`src/rtl/core/upc_pkg.sv`:
```
// shared types, character codes and helper functions of the url percent codec
package upc_pkg;

    localparam logic [7:0] CH_PCT   = 8'h25;
    localparam logic [7:0] CH_PLUS  = 8'h2B;
    localparam logic [7:0] CH_SPACE = 8'h20;
    localparam logic [7:0] CH_STAR  = 8'h2A;
    localparam logic [7:0] CH_DASH  = 8'h2D;
    localparam logic [7:0] CH_DOT   = 8'h2E;
    localparam logic [7:0] CH_UNDER = 8'h5F;
    localparam logic [7:0] CH_ZERO  = 8'h30;
    localparam logic [7:0] CH_NINE  = 8'h39;
    localparam logic [7:0] CH_AT    = 8'h40;
    localparam logic [7:0] CH_UA    = 8'h41;
    localparam logic [7:0] CH_UG    = 8'h47;
    localparam logic [7:0] CH_UZ    = 8'h5A;
    localparam logic [7:0] CH_LA    = 8'h61;
    localparam logic [7:0] CH_LZ    = 8'h7A;

    localparam logic MODE_ENCODE = 1'b0;
    localparam logic MODE_DECODE = 1'b1;

    // job queue between classifier and serializer
    localparam int QDepth  = 4;
    localparam int QPtrW   = $clog2(QDepth);
    localparam int QCountW = $clog2(QDepth + 1);

    typedef enum logic [1:0] {
        PH_IDLE  = 2'd0,
        PH_PCT   = 2'd1,
        PH_DIGIT = 2'd2
    } esc_phase_t;

    // up to three output bytes caused by one input byte
    typedef struct packed {
        logic [7:0] b0;
        logic [7:0] b1;
        logic [7:0] b2;
        logic [1:0] cnt;
        logic       last;
    } upc_job_t;

    // bit 4 set: not an uppercase hex digit
    function automatic logic [4:0] hex_value(input logic [7:0] c);
        logic [7:0] d;
        begin
            d = 8'h00;
            if (c >= CH_ZERO && c <= CH_NINE)
            begin
                d = c - CH_ZERO;
                hex_value = {1'b0, d[3:0]};
            end
            else if (c >= CH_UA && c < CH_UG)
            begin
                d = c - CH_AT + 8'd9;
                hex_value = {1'b0, d[3:0]};
            end
            else
            begin
                hex_value = 5'h10;
            end
        end
    endfunction

    function automatic logic [7:0] hex_char(input logic [3:0] n);
        begin
            if (n < 4'd10)
                hex_char = CH_ZERO + {4'h0, n};
            else
                hex_char = CH_UA + {4'h0, n} - 8'd10;
        end
    endfunction

    function automatic logic is_safe(input logic [7:0] c);
        begin
            is_safe = (c >= CH_LA && c <= CH_LZ) || (c >= CH_UA && c <= CH_UZ) ||
                      (c >= CH_ZERO && c <= CH_NINE) || c == CH_STAR ||
                      c == CH_DASH || c == CH_DOT || c == CH_UNDER || c == CH_SPACE;
        end
    endfunction

endpackage

```
`src/rtl/core/upc_if.sv`:
```
// channel interfaces of the url percent codec: input bytes, output bytes, mode writes
interface upc_in_if;
    logic       valid;
    logic       ready;
    logic [7:0] in_byte;
    logic       in_last;

    modport source (output valid, output in_byte, output in_last, input ready);
    modport sink   (input valid, input in_byte, input in_last, output ready);
endinterface

interface upc_out_if;
    logic       valid;
    logic       ready;
    logic [7:0] out_byte;
    logic       out_last;

    modport source (output valid, output out_byte, output out_last, input ready);
    modport sink   (input valid, input out_byte, input out_last, output ready);
endinterface

interface upc_cfg_if;
    logic valid;
    logic ready;
    logic direction_mode;

    modport source (output valid, output direction_mode, input ready);
    modport sink   (input valid, input direction_mode, output ready);
endinterface

```
`src/rtl/core/upc_front.sv`:
```
// classifier: accepts bytes, tracks escape state, builds output jobs
module upc_front
    import upc_pkg::*;
(
    input  logic         clk,
    input  logic         rst_n,
    upc_in_if.sink       in_ch,
    upc_cfg_if.sink      cfg_ch,
    input  logic         q_full,
    output logic         push,
    output upc_job_t     job
);

    logic       mode_reg;
    esc_phase_t phase_reg;
    esc_phase_t phase_next;
    logic [7:0] held_reg;
    logic [7:0] held_next;
    logic       accept;
    logic [4:0] hv_in;
    logic [4:0] hv_held;
    logic       plain_valid;
    logic [7:0] plain_byte;
    esc_phase_t plain_phase;

    assign cfg_ch.ready = 1'b1;
    assign in_ch.ready  = !q_full;
    assign accept       = in_ch.valid && !q_full;

    // plain-text handling of one decoded byte
    always_comb
    begin
        plain_valid = 1'b1;
        plain_byte  = in_ch.in_byte;
        plain_phase = PH_IDLE;
        if (in_ch.in_byte == CH_PCT)
        begin
            plain_valid = in_ch.in_last;
            plain_phase = in_ch.in_last ? PH_IDLE : PH_PCT;
        end
        else if (in_ch.in_byte == CH_PLUS)
        begin
            plain_byte = CH_SPACE;
        end
    end

    always_comb
    begin
        hv_in      = hex_value(in_ch.in_byte);
        hv_held    = hex_value(held_reg);
        job        = '0;
        job.last   = in_ch.in_last;
        phase_next = phase_reg;
        held_next  = held_reg;
        if (mode_reg == MODE_ENCODE)
        begin
            phase_next = PH_IDLE;
            job.cnt    = 2'd1;
            job.b0     = in_ch.in_byte;
            if (!is_safe(in_ch.in_byte))
            begin
                job.cnt = 2'd3;
                job.b0  = CH_PCT;
                job.b1  = hex_char(in_ch.in_byte[7:4]);
                job.b2  = hex_char(in_ch.in_byte[3:0]);
            end
            else if (in_ch.in_byte == CH_SPACE)
            begin
                job.b0 = CH_PLUS;
            end
        end
        else
        begin
            unique case (phase_reg)
                PH_PCT:
                begin
                    if (!hv_in[4])
                    begin
                        if (in_ch.in_last)
                        begin
                            job.cnt    = 2'd1;
                            job.b0     = in_ch.in_byte;
                            phase_next = PH_IDLE;
                        end
                        else
                        begin
                            held_next  = in_ch.in_byte;
                            phase_next = PH_DIGIT;
                        end
                    end
                    else
                    begin
                        job.cnt    = {1'b0, plain_valid};
                        job.b0     = plain_byte;
                        phase_next = plain_phase;
                    end
                end
                PH_DIGIT:
                begin
                    if (!hv_in[4])
                    begin
                        job.cnt    = 2'd1;
                        job.b0     = {hv_held[3:0], hv_in[3:0]};
                        phase_next = PH_IDLE;
                    end
                    else
                    begin
                        // held digit goes out as text, then the byte as plain text unless it opens a new escape
                        job.cnt    = plain_valid ? 2'd2 : 2'd1;
                        job.b0     = held_reg;
                        job.b1     = plain_byte;
                        phase_next = plain_phase;
                    end
                end
                default:
                begin
                    job.cnt    = {1'b0, plain_valid};
                    job.b0     = plain_byte;
                    phase_next = plain_phase;
                end
            endcase
        end
        push = accept && job.cnt != 2'd0;
    end

    always_ff @(posedge clk or negedge rst_n)
    begin
        if (!rst_n)
        begin
            mode_reg  <= MODE_ENCODE;
            phase_reg <= PH_IDLE;
            held_reg  <= 8'h00;
        end
        else
        begin
            if (cfg_ch.valid)
                mode_reg <= cfg_ch.direction_mode;
            if (accept)
            begin
                phase_reg <= phase_next;
                held_reg  <= held_next;
            end
        end
    end

    a_encode_clears_escape: assert property (@(posedge clk) disable iff (!rst_n)
        (accept && mode_reg == MODE_ENCODE) |=> phase_reg == PH_IDLE)
        else $error("escape left pending after encode");

    a_no_push_when_full: assert property (@(posedge clk) disable iff (!rst_n)
        push |-> !q_full)
        else $error("job pushed into full queue");

endmodule

```
`src/rtl/core/upc_queue.sv`:
```
// short job queue between classifier and serializer
module upc_queue
    import upc_pkg::*;
(
    input  logic     clk,
    input  logic     rst_n,
    input  logic     push,
    input  upc_job_t push_job,
    input  logic     pop,
    output logic     q_valid,
    output logic     q_full,
    output upc_job_t head
);

    upc_job_t            mem_reg [QDepth];
    logic [QPtrW-1:0]    wr_ptr_reg;
    logic [QPtrW-1:0]    rd_ptr_reg;
    logic [QCountW-1:0]  count_reg;
    logic [QCountW-1:0]  count_next;

    assign q_valid = count_reg != '0;
    assign q_full  = count_reg == QCountW'(QDepth);
    assign head    = mem_reg[rd_ptr_reg];

    always_comb
    begin
        count_next = count_reg;
        if (push && !pop)
            count_next = count_reg + QCountW'(1);
        else if (pop && !push)
            count_next = count_reg - QCountW'(1);
    end

    always_ff @(posedge clk)
    begin
        if (push)
            mem_reg[wr_ptr_reg] <= push_job;
    end

    always_ff @(posedge clk or negedge rst_n)
    begin
        if (!rst_n)
        begin
            wr_ptr_reg <= '0;
            rd_ptr_reg <= '0;
            count_reg  <= '0;
        end
        else
        begin
            if (push)
                wr_ptr_reg <= wr_ptr_reg + QPtrW'(1);
            if (pop)
                rd_ptr_reg <= rd_ptr_reg + QPtrW'(1);
            count_reg <= count_next;
        end
    end

    a_no_pop_empty: assert property (@(posedge clk) disable iff (!rst_n)
        pop |-> q_valid)
        else $error("pop from empty queue");

    a_count_tracks_ptrs: assert property (@(posedge clk) disable iff (!rst_n)
        (count_reg != QCountW'(QDepth)) |->
            (QPtrW'(count_reg) == QPtrW'(wr_ptr_reg - rd_ptr_reg)))
        else $error("queue count out of step with pointers");

endmodule

```
`src/rtl/core/upc_back.sv`:
```
// serializer: sends the bytes of each job through a registered output stage
module upc_back
    import upc_pkg::*;
(
    input  logic      clk,
    input  logic      rst_n,
    input  logic      q_valid,
    input  upc_job_t  head,
    output logic      pop,
    upc_out_if.source out_ch
);

    logic [1:0] idx_reg;
    logic       out_valid_reg;
    logic [7:0] out_byte_reg;
    logic       out_last_reg;
    logic       load;
    logic       final_byte;
    logic [7:0] sel_byte;

    assign out_ch.valid    = out_valid_reg;
    assign out_ch.out_byte = out_byte_reg;
    assign out_ch.out_last = out_last_reg;

    assign load       = q_valid && (!out_valid_reg || out_ch.ready);
    assign final_byte = idx_reg == (head.cnt - 2'd1);
    assign pop        = load && final_byte;

    always_comb
    begin
        unique case (idx_reg)
            2'd0:    sel_byte = head.b0;
            2'd1:    sel_byte = head.b1;
            default: sel_byte = head.b2;
        endcase
    end

    always_ff @(posedge clk)
    begin
        if (load)
        begin
            out_byte_reg <= sel_byte;
            out_last_reg <= final_byte && head.last;
        end
    end

    always_ff @(posedge clk or negedge rst_n)
    begin
        if (!rst_n)
        begin
            idx_reg       <= 2'd0;
            out_valid_reg <= 1'b0;
        end
        else
        begin
            if (load)
                out_valid_reg <= 1'b1;
            else if (out_ch.ready)
                out_valid_reg <= 1'b0;
            if (load)
                idx_reg <= final_byte ? 2'd0 : idx_reg + 2'd1;
        end
    end

    a_idx_in_job: assert property (@(posedge clk) disable iff (!rst_n)
        q_valid |-> (idx_reg < head.cnt))
        else $error("byte index beyond job length");

    a_idle_idx_zero: assert property (@(posedge clk) disable iff (!rst_n)
        !q_valid |-> idx_reg == 2'd0)
        else $error("byte index left set with empty queue");

endmodule

```
`src/rtl/core/url_percent_codec.sv`:
```
// top level of the url percent codec: classifier, job queue, serializer
//
//  channel   dir  payload                 transfer when
//  in_ch     in   in_byte[7:0], in_last   in_ch.valid & in_ch.ready
//  out_ch    out  out_byte[7:0], out_last out_ch.valid & out_ch.ready
//  cfg_ch    in   direction_mode          cfg_ch.valid (ready tied high)
//
// one input byte per cycle while the job queue has room; each byte becomes a
//   job of zero to three output bytes
// the serializer sends one output byte per cycle while out_ch is ready, so encode of an
//   unsafe byte holds the output for three output bytes and the four-entry queue absorbs bursts
// an input byte reaches out_ch through the job queue and then the registered output stage
// reset clears mode (encode), escape state, queue and output stage
// output stalls fill the queue; in_ch.ready drops only when the queue is full
module url_percent_codec
    import upc_pkg::*;
(
    input  logic      clk,
    input  logic      rst_n,
    upc_in_if.sink    in_ch,
    upc_out_if.source out_ch,
    upc_cfg_if.sink   cfg_ch
);

    // front to queue
    logic     push;
    upc_job_t job;
    // queue to back
    logic     q_valid;
    logic     q_full;
    logic     pop;
    upc_job_t head;

    // classify each input byte and track the escape sequence
    upc_front u_front (
        .clk    (clk),
        .rst_n  (rst_n),
        .in_ch  (in_ch),
        .cfg_ch (cfg_ch),
        .q_full (q_full),
        .push   (push),
        .job    (job)
    );

    // decouples byte acceptance from multi-byte output
    upc_queue u_queue (
        .clk      (clk),
        .rst_n    (rst_n),
        .push     (push),
        .push_job (job),
        .pop      (pop),
        .q_valid  (q_valid),
        .q_full   (q_full),
        .head     (head)
    );

    // walk through each job one byte per transfer
    upc_back u_back (
        .clk     (clk),
        .rst_n   (rst_n),
        .q_valid (q_valid),
        .head    (head),
        .pop     (pop),
        .out_ch  (out_ch)
    );

endmodule
```
`src/flat_wrapper.sv`:
```
// flat-port wrapper written by rule: the top's interface ports become plain ports
module url_percent_codec_flat import upc_pkg::*;
  (clk, rst_n, in_ch_valid, in_ch_in_byte, in_ch_in_last, in_ch_ready, out_ch_valid, out_ch_out_byte, out_ch_out_last, out_ch_ready, cfg_ch_valid, cfg_ch_direction_mode, cfg_ch_ready);
  upc_in_if in_ch_i ();
  upc_out_if out_ch_i ();
  upc_cfg_if cfg_ch_i ();
  input  logic clk;
  input  logic rst_n;
  input wire logic [$bits(in_ch_i.valid)-1:0] in_ch_valid;
  input wire logic [$bits(in_ch_i.in_byte)-1:0] in_ch_in_byte;
  input wire logic [$bits(in_ch_i.in_last)-1:0] in_ch_in_last;
  output wire logic [$bits(in_ch_i.ready)-1:0] in_ch_ready;
  output wire logic [$bits(out_ch_i.valid)-1:0] out_ch_valid;
  output wire logic [$bits(out_ch_i.out_byte)-1:0] out_ch_out_byte;
  output wire logic [$bits(out_ch_i.out_last)-1:0] out_ch_out_last;
  input wire logic [$bits(out_ch_i.ready)-1:0] out_ch_ready;
  input wire logic [$bits(cfg_ch_i.valid)-1:0] cfg_ch_valid;
  input wire logic [$bits(cfg_ch_i.direction_mode)-1:0] cfg_ch_direction_mode;
  output wire logic [$bits(cfg_ch_i.ready)-1:0] cfg_ch_ready;
  assign in_ch_i.valid = in_ch_valid;
  assign in_ch_i.in_byte = in_ch_in_byte;
  assign in_ch_i.in_last = in_ch_in_last;
  assign in_ch_ready = in_ch_i.ready;
  assign out_ch_valid = out_ch_i.valid;
  assign out_ch_out_byte = out_ch_i.out_byte;
  assign out_ch_out_last = out_ch_i.out_last;
  assign out_ch_i.ready = out_ch_ready;
  assign cfg_ch_i.valid = cfg_ch_valid;
  assign cfg_ch_i.direction_mode = cfg_ch_direction_mode;
  assign cfg_ch_ready = cfg_ch_i.ready;
  url_percent_codec u_core (.clk(clk), .rst_n(rst_n), .in_ch(in_ch_i), .out_ch(out_ch_i), .cfg_ch(cfg_ch_i));
endmodule
```
`config.mk`:
```
export PLATFORM = sky130hd
export DESIGN_NAME = url_percent_codec_flat
export DESIGN_NICKNAME = d
export VERILOG_FILES = /design/src/rtl/core/upc_pkg.sv /design/src/rtl/core/upc_if.sv /design/src/rtl/core/upc_front.sv /design/src/rtl/core/upc_queue.sv /design/src/rtl/core/upc_back.sv /design/src/rtl/core/url_percent_codec.sv /design/src/flat_wrapper.sv
export SDC_FILE = /design/constraint.sdc
export NUM_CORES = 1
export LEC_CHECK = 0
export BUFFER_PORTS_ARGS = -buffer_cell sky130_fd_sc_hd__buf_2
export CORE_MARGIN = 2
export CORE_UTILIZATION = 30
export DETAILED_ROUTE_END_ITERATION = 16
export PLACE_DENSITY = 0.46
export SLEW_MARGIN = 20
export SYNTH_ARGS = -nofsm -noshare
export SYNTH_HDL_FRONTEND = slang
export SYNTH_SLANG_ARGS = --single-unit
```
`constraint.sdc`:
```
create_clock -name clk -period 6.5 [get_ports clk]
set_clock_uncertainty 0.05 [all_clocks]
set_input_delay 0.325 -clock clk [delete_from_list [all_inputs] [get_ports clk]]
set_output_delay 0.325 -clock clk [all_outputs]
set_load 0.02 [all_outputs]
```
Word-level counts from Yosys, hierarchy flattened
Memories as Yosys holds them, arrays and structs flattened.
Index checks and enable logic that the tools add are counted.

cells by class
  mux-type cells = 41
  order comparisons = 13
  add/sub/neg operators = 18
  bitwise gates (word level) = 2
  reduce and logical (&&, ||, !) cells = 31
  equality and inequality tests = 12

operator list
  operator                                                                           count
  8-bit two-way mux                                                                  12
  8-bit by 6-bit equality test with 1-bit output (second input constant)             6
  8-bit one-hot mux with 2 select lines                                              2
  8-bit by 7-bit >= comparator with 1-bit output (second input constant)             3
  18-bit two-way mux                                                                 1
  2-bit two-way mux                                                                  9
  7-bit by 4-bit adder with 8-bit output (first input constant)                      2
  8-bit by 6-bit >= comparator with 1-bit output (second input constant)             2
  8-bit by 6-bit less-or-equal comparator with 1-bit output (second input constant)  2
  8-bit by 7-bit less-or-equal comparator with 1-bit output (second input constant)  2
  8-bit by 7-bit < comparator with 1-bit output (second input constant)              2
  16-bit two-way mux                                                                 1
  4-bit by 1-bit subtractor with 4-bit output (second input constant)                4
  8-bit by 4-bit subtractor with 8-bit output (second input constant)                2
  6-bit by 4-bit adder with 7-bit output (first input constant)                      2
  1-bit logical AND                                                                  13
  5-bit two-way mux                                                                  2
  4-bit adder (second input constant)                                                2
  8-bit by 7-bit equality test with 1-bit output (second input constant)             1
  1-bit logical OR                                                                   8
  4-bit < comparator (second input constant)                                         2
  1-bit two-way mux                                                                  8
  4-bit two-way mux                                                                  2
  2-bit one-hot mux with 2 select lines                                              2
  15 further kinds                                                                   25

word-level totals
  logic and storage cells = 128
  flip-flop bits (word level) = 30
  RAM bits = 108
  input port bits = 15
  memories = 1
  output and inout bits = 12

memories
  memory                  depth  width  rd ports  clocked after Yosys merged registers in  wr ports  line             source
  u_core.u_queue.mem_reg  4      27     1         0                                        1         upc_queue.sv:15  upc_job_t mem_reg [QDepth];

Depth between registers and ports, before layout
  word-level depth = 17
  gate-level depth with buffers = 13
  mapped depth without buffers = 13

By module
Synthesis repeated with hierarchy kept, for this count alone.

second synthesis, totals
  cells, all modules = 481
  area, all modules = 6827.8 um^2

modules (own cells, without submodules)
  module     times used  sequential area each (um^2)  cells each  area each (um^2)
  upc_queue  1           3418.3                       175         4300.4
  upc_front  1           275.3                        244         1895.6
  upc_back   1           345.3                        62          631.9

Worst setup path before layout
Ideal clock, no wire load.

  kind = reg2reg
  start = register u_core.u_queue.rd_ptr_reg[0]
  end = register u_core.u_queue.count_reg[2]
  data required time = 6371 ps
  setup slack = 3497 ps
  stages on the path, launching flop included = 13
  clock period less this slack = 3003 ps
  data arrival time = 2874 ps
  buffers on the path = 1
  library setup time = 79 ps
  cell sequence = dfrtp_1 buf_2 mux4_2 xnor2_1 nor2_1 a22oi_1 nand2b_1 ha_1 inv_1 fa_1 xor2_1 nor2_1 xor2_1

on the way
  word-level cells in the longest chain between the ends = 7

ends and longest elaborated chain
  element                                                         line             source
  start: declaration                                              upc_queue.sv:17  logic [QPtrW-1:0] rd_ptr_reg;
  start signal: assignment                                        upc_queue.sv:53  rd_ptr_reg <= rd_ptr_reg + QPtrW'(1);
  memory read 4 x 27 bit (*)                                      n/a
  2-bit by 1-bit subtractor with 2-bit output (*)                 upc_back.sv:26   assign final_byte = idx_reg == (head.cnt - 2'd1);
  2-bit equality test (*)                                         upc_back.sv:26
  1-bit logical AND (*)                                           upc_back.sv:27   assign pop = load && final_byte;
  1-bit logical NOT                                               upc_queue.sv:28  if (push && !pop)
  1-bit logical AND                                               upc_queue.sv:28
  3-bit two-way mux / 2-bit nonzero test (equally long branches)  n/a
  end signal: assignment                                          upc_queue.sv:54  count_reg <= count_next;
  end: declaration                                                upc_queue.sv:18  logic [QCountW-1:0] count_reg;

Mark *: on every way between the ends. The rest lies on a longest branch, timed or not.
A chain may end at the register's enable or synchronous reset.

Final worst setup path
Ends and elaborated chain as after synthesis.

==> impl_metrics.json <==
{
  "status": "finished clean",
  "yosys_most_used_dff": "edfxtp_1",
  "placed_cells": 746,
  "syn-num-nets": 498,
  "clk_transition_reported_paths_ns": 0.06,
  "portBuffers": 25,
  "dr.pass1.iters": 5,
  "totalWireLength_um": 15400,
  "antenna_found_initial": 0,
  "arrival_ns": 3.95,
  "dp_hpwl_um": 10100,
  "setup_viol": 0,
  "die_h_um": 152,
  "syn_area_um2": 6560,
  "synth_top_family_by_area": "multiplexers",
  "synth_top_area_frac": 0.517,
  "fin_cells": 777,
  "cts_tree": "built",
  "power_density_nw_per_um2": 401,
  "fill_cells": 2105,
  "post_cts_buffers": 0,
  "via_per_inst": 5.15,
  "tns_ns": 0,
  "crit_path_end_kind": "flop",
  "final_util": 0.349,
  "slew_headroom": 0.324,
  "syn_avg_cell_area_um2": 14.3,
  "synth_area_leaders": "edfxtp_1, mux4_2, dfrtp_1, ha_1, mux2_2",
  "async_flop_share": 0.157,
  "io_pins": 27,
  "synth_simple_gate_area_share": 0.0975,
  "leakage_uw": 0.00267,
  "yosysWarnings": 0,
  "slew_viol_final": 0,
  "cp-start-kind": "flop",
  "synth.largest_area_cell": "edfxtp_1",
  "final_nets": 524,
  "syn_inst": 460,
  "grt_start_max_net_pins": 29,
  "worst-path-max-fanout": 28,
  "drive_above_1_share": 0.213,
  "drv_cap": 0,
  "yosys.area_share.adder": 0.0450,
  "critPathKind": "flop to flop",
  "fin_crit_sh": 0.564,
  "clockRootBuffer": "clkbuf_16",
  "max_clock_freq_mhz": 273,
  "dieArea_um2": 23100,
  "finalCriticalPeriod_ns": 3.67,
  "numClockSinks": 134,
  "num_vias": 4003,
  "gp_congestion": 0.875,
  "h-tree-depth": 4,
  "core_um2": 21600,
  "drt_iter0_drc": 375,
  "tightest_slew_ns": 0.988,
  "max-vdd-ir-drop_mv": 0.184,
  "cts.path.max_buffers": 2,
  "grt_usage": 0.138,
  "synth_compound_area_frac": 0.102,
  "cts_resized": 0,
  "ant_nets": 0,
  "cts_hold_buf": 1,
  "clk_latency_ns": 0.41,
  "power_uw": 3030,
  "crit_required_ns": 6.79,
  "ys_types": 65,
  "synth_seq_cells": 134,
  "numCtsBuffers": 17,
  "hold_viol_final": 0,
  "multiInputGateArea_um2": 2430,
  "synth_edf_count": 113,
  "synth-xor-area-share": 0.0120,
  "grt_pass1_vias": 4073,
  "synthMuxAreaShare": 0.112,
  "largest_reg_flops": 104,
  "regArea_um2": 3920,
  "start_util": 0.303,
  "rsz0062_at_grt": "no",
  "grt_pass1_wl_um": 24100,
  "drc": 0,
  "min_path_type": "primary input to flop",
  "wl_per_cell_um": 19.8,
  "dieWidth_um": 152,
  "areaGrowthSynthToFinish_pct": 15.1,
  "rows": 54,
  "seq_area_frac_synth": 0.597,
  "diodes": 0,
  "overflow": 0
}
stage by stage:
stage | setup slack [ns] | cell area (um^2) | hold slack [ns]
3_5_place_dp | 2.73 | 6960 | 0.276
2_1_floorplan | 3.50 | 6560 | -0.0206
6_report | 2.83 | 7550 | 0.0475
4_1_cts | 2.71 | 7550 | 0.0303
5_1_grt | 2.34 | 7550 | 0.0469
3_3_place_gp | 2.76 | 6960 | 0.271
cell usage after synthesis (all sizes together) (10+ instances only):
cell type / n
o21ai: 21
clkbuf: 11
inv: 22
dfrtp: 21
mux4: 26
a21oi: 13
nor3: 12
nand2: 22
nor2b: 11
nand3: 10
nor2: 21
buf: 15
edfxtp: 113
ha: 22
path summary, 6_finish.rpt:
path	depth (start not counted)	slack, ns	from	end
hold reg to reg	1	0.45	u_core.u_queue.count_reg[2]	u_core.u_queue.count_reg[2]
hold / removal	2	0.05	out_ch_ready	u_core.u_back.out_ch.valid
min in group asynchronous	2	0.35	rst_n	u_core.u_front.held_reg[3]
setup / recovery	11	2.83	u_core.u_queue.rd_ptr_reg[0]	u_core.u_queue.count_reg[2]
setup reg to reg	11	2.83	u_core.u_queue.rd_ptr_reg[0]	u_core.u_queue.count_reg[2]
max in group asynchronous	2	5.66	rst_n	u_core.u_queue.rd_ptr_reg[0]
worst max-delay path, cell delays in order, from the launching register on:
cell	delay (ns)
dfrtp_2	0.97
mux4_2	0.61
xnor2_1	0.19
nor2_1	0.07
a22oi_1	0.36
nand2b_1	0.22
ha_1	0.19
inv_1	0.07
fa_1	0.43
xor2_1	0.17
nor2_1	0.11
xor2_1	0.14
kinds of logic after synthesis:
kind of cell	count (synthesis)
other cells	1
mux	40
buf+inv	48
xor+xnor	9
flops	134
simple gates	113
fa+ha+maj	23
compound gates	92
power by group:
part	switching [uW]	internal (uW)
Clock	351	599
Combinational	430	369
Sequential	105	1180
Total	887	2140
area by class of cell:
cell class	instances	area share
multi-input cells	278	0.321
well taps	280	0.0464
repair buffers	33	0.0249
clock buffers	18	0.0568
clock inverters	12	0.0204
inverters	22	0.0109
flip-flops and latches	134	0.519
cells in the final DEF, fill, tap and decap left out, types with 4 or more instances in the layout:
cell,synthesis,layout
a21boi_0,4,4
a21oi_1,13,13
a221o_1,7,7
and2_1,8,8
buf_2,7,25
buf_4,2,7
clkbuf_16,0,17
dfrtp_1,21,20
edfxtp_1,113,113
ha_1,22,22
inv_1,22,22
mux2_2,9,9
mux2i_1,5,5
mux4_2,26,26
nand2_1,22,22
nand2b_1,6,6
nand3_1,9,9
nand4_1,4,4
nor2_1,21,21
nor2b_1,11,11
nor3_1,12,12
o21ai_0,19,19
o21bai_1,4,4
xnor2_1,6,6
metal layers:
metal,track usage,share of wire,vias up
li1,-,-,1835
met1,0.186,0.47,2028
met2,0.222,0.48,117
met3,0.0314,0.043,23
met4,0.0472,0.015,0
met5,0,0,-
Note: power is estimated with default switching activity, not from simulation.
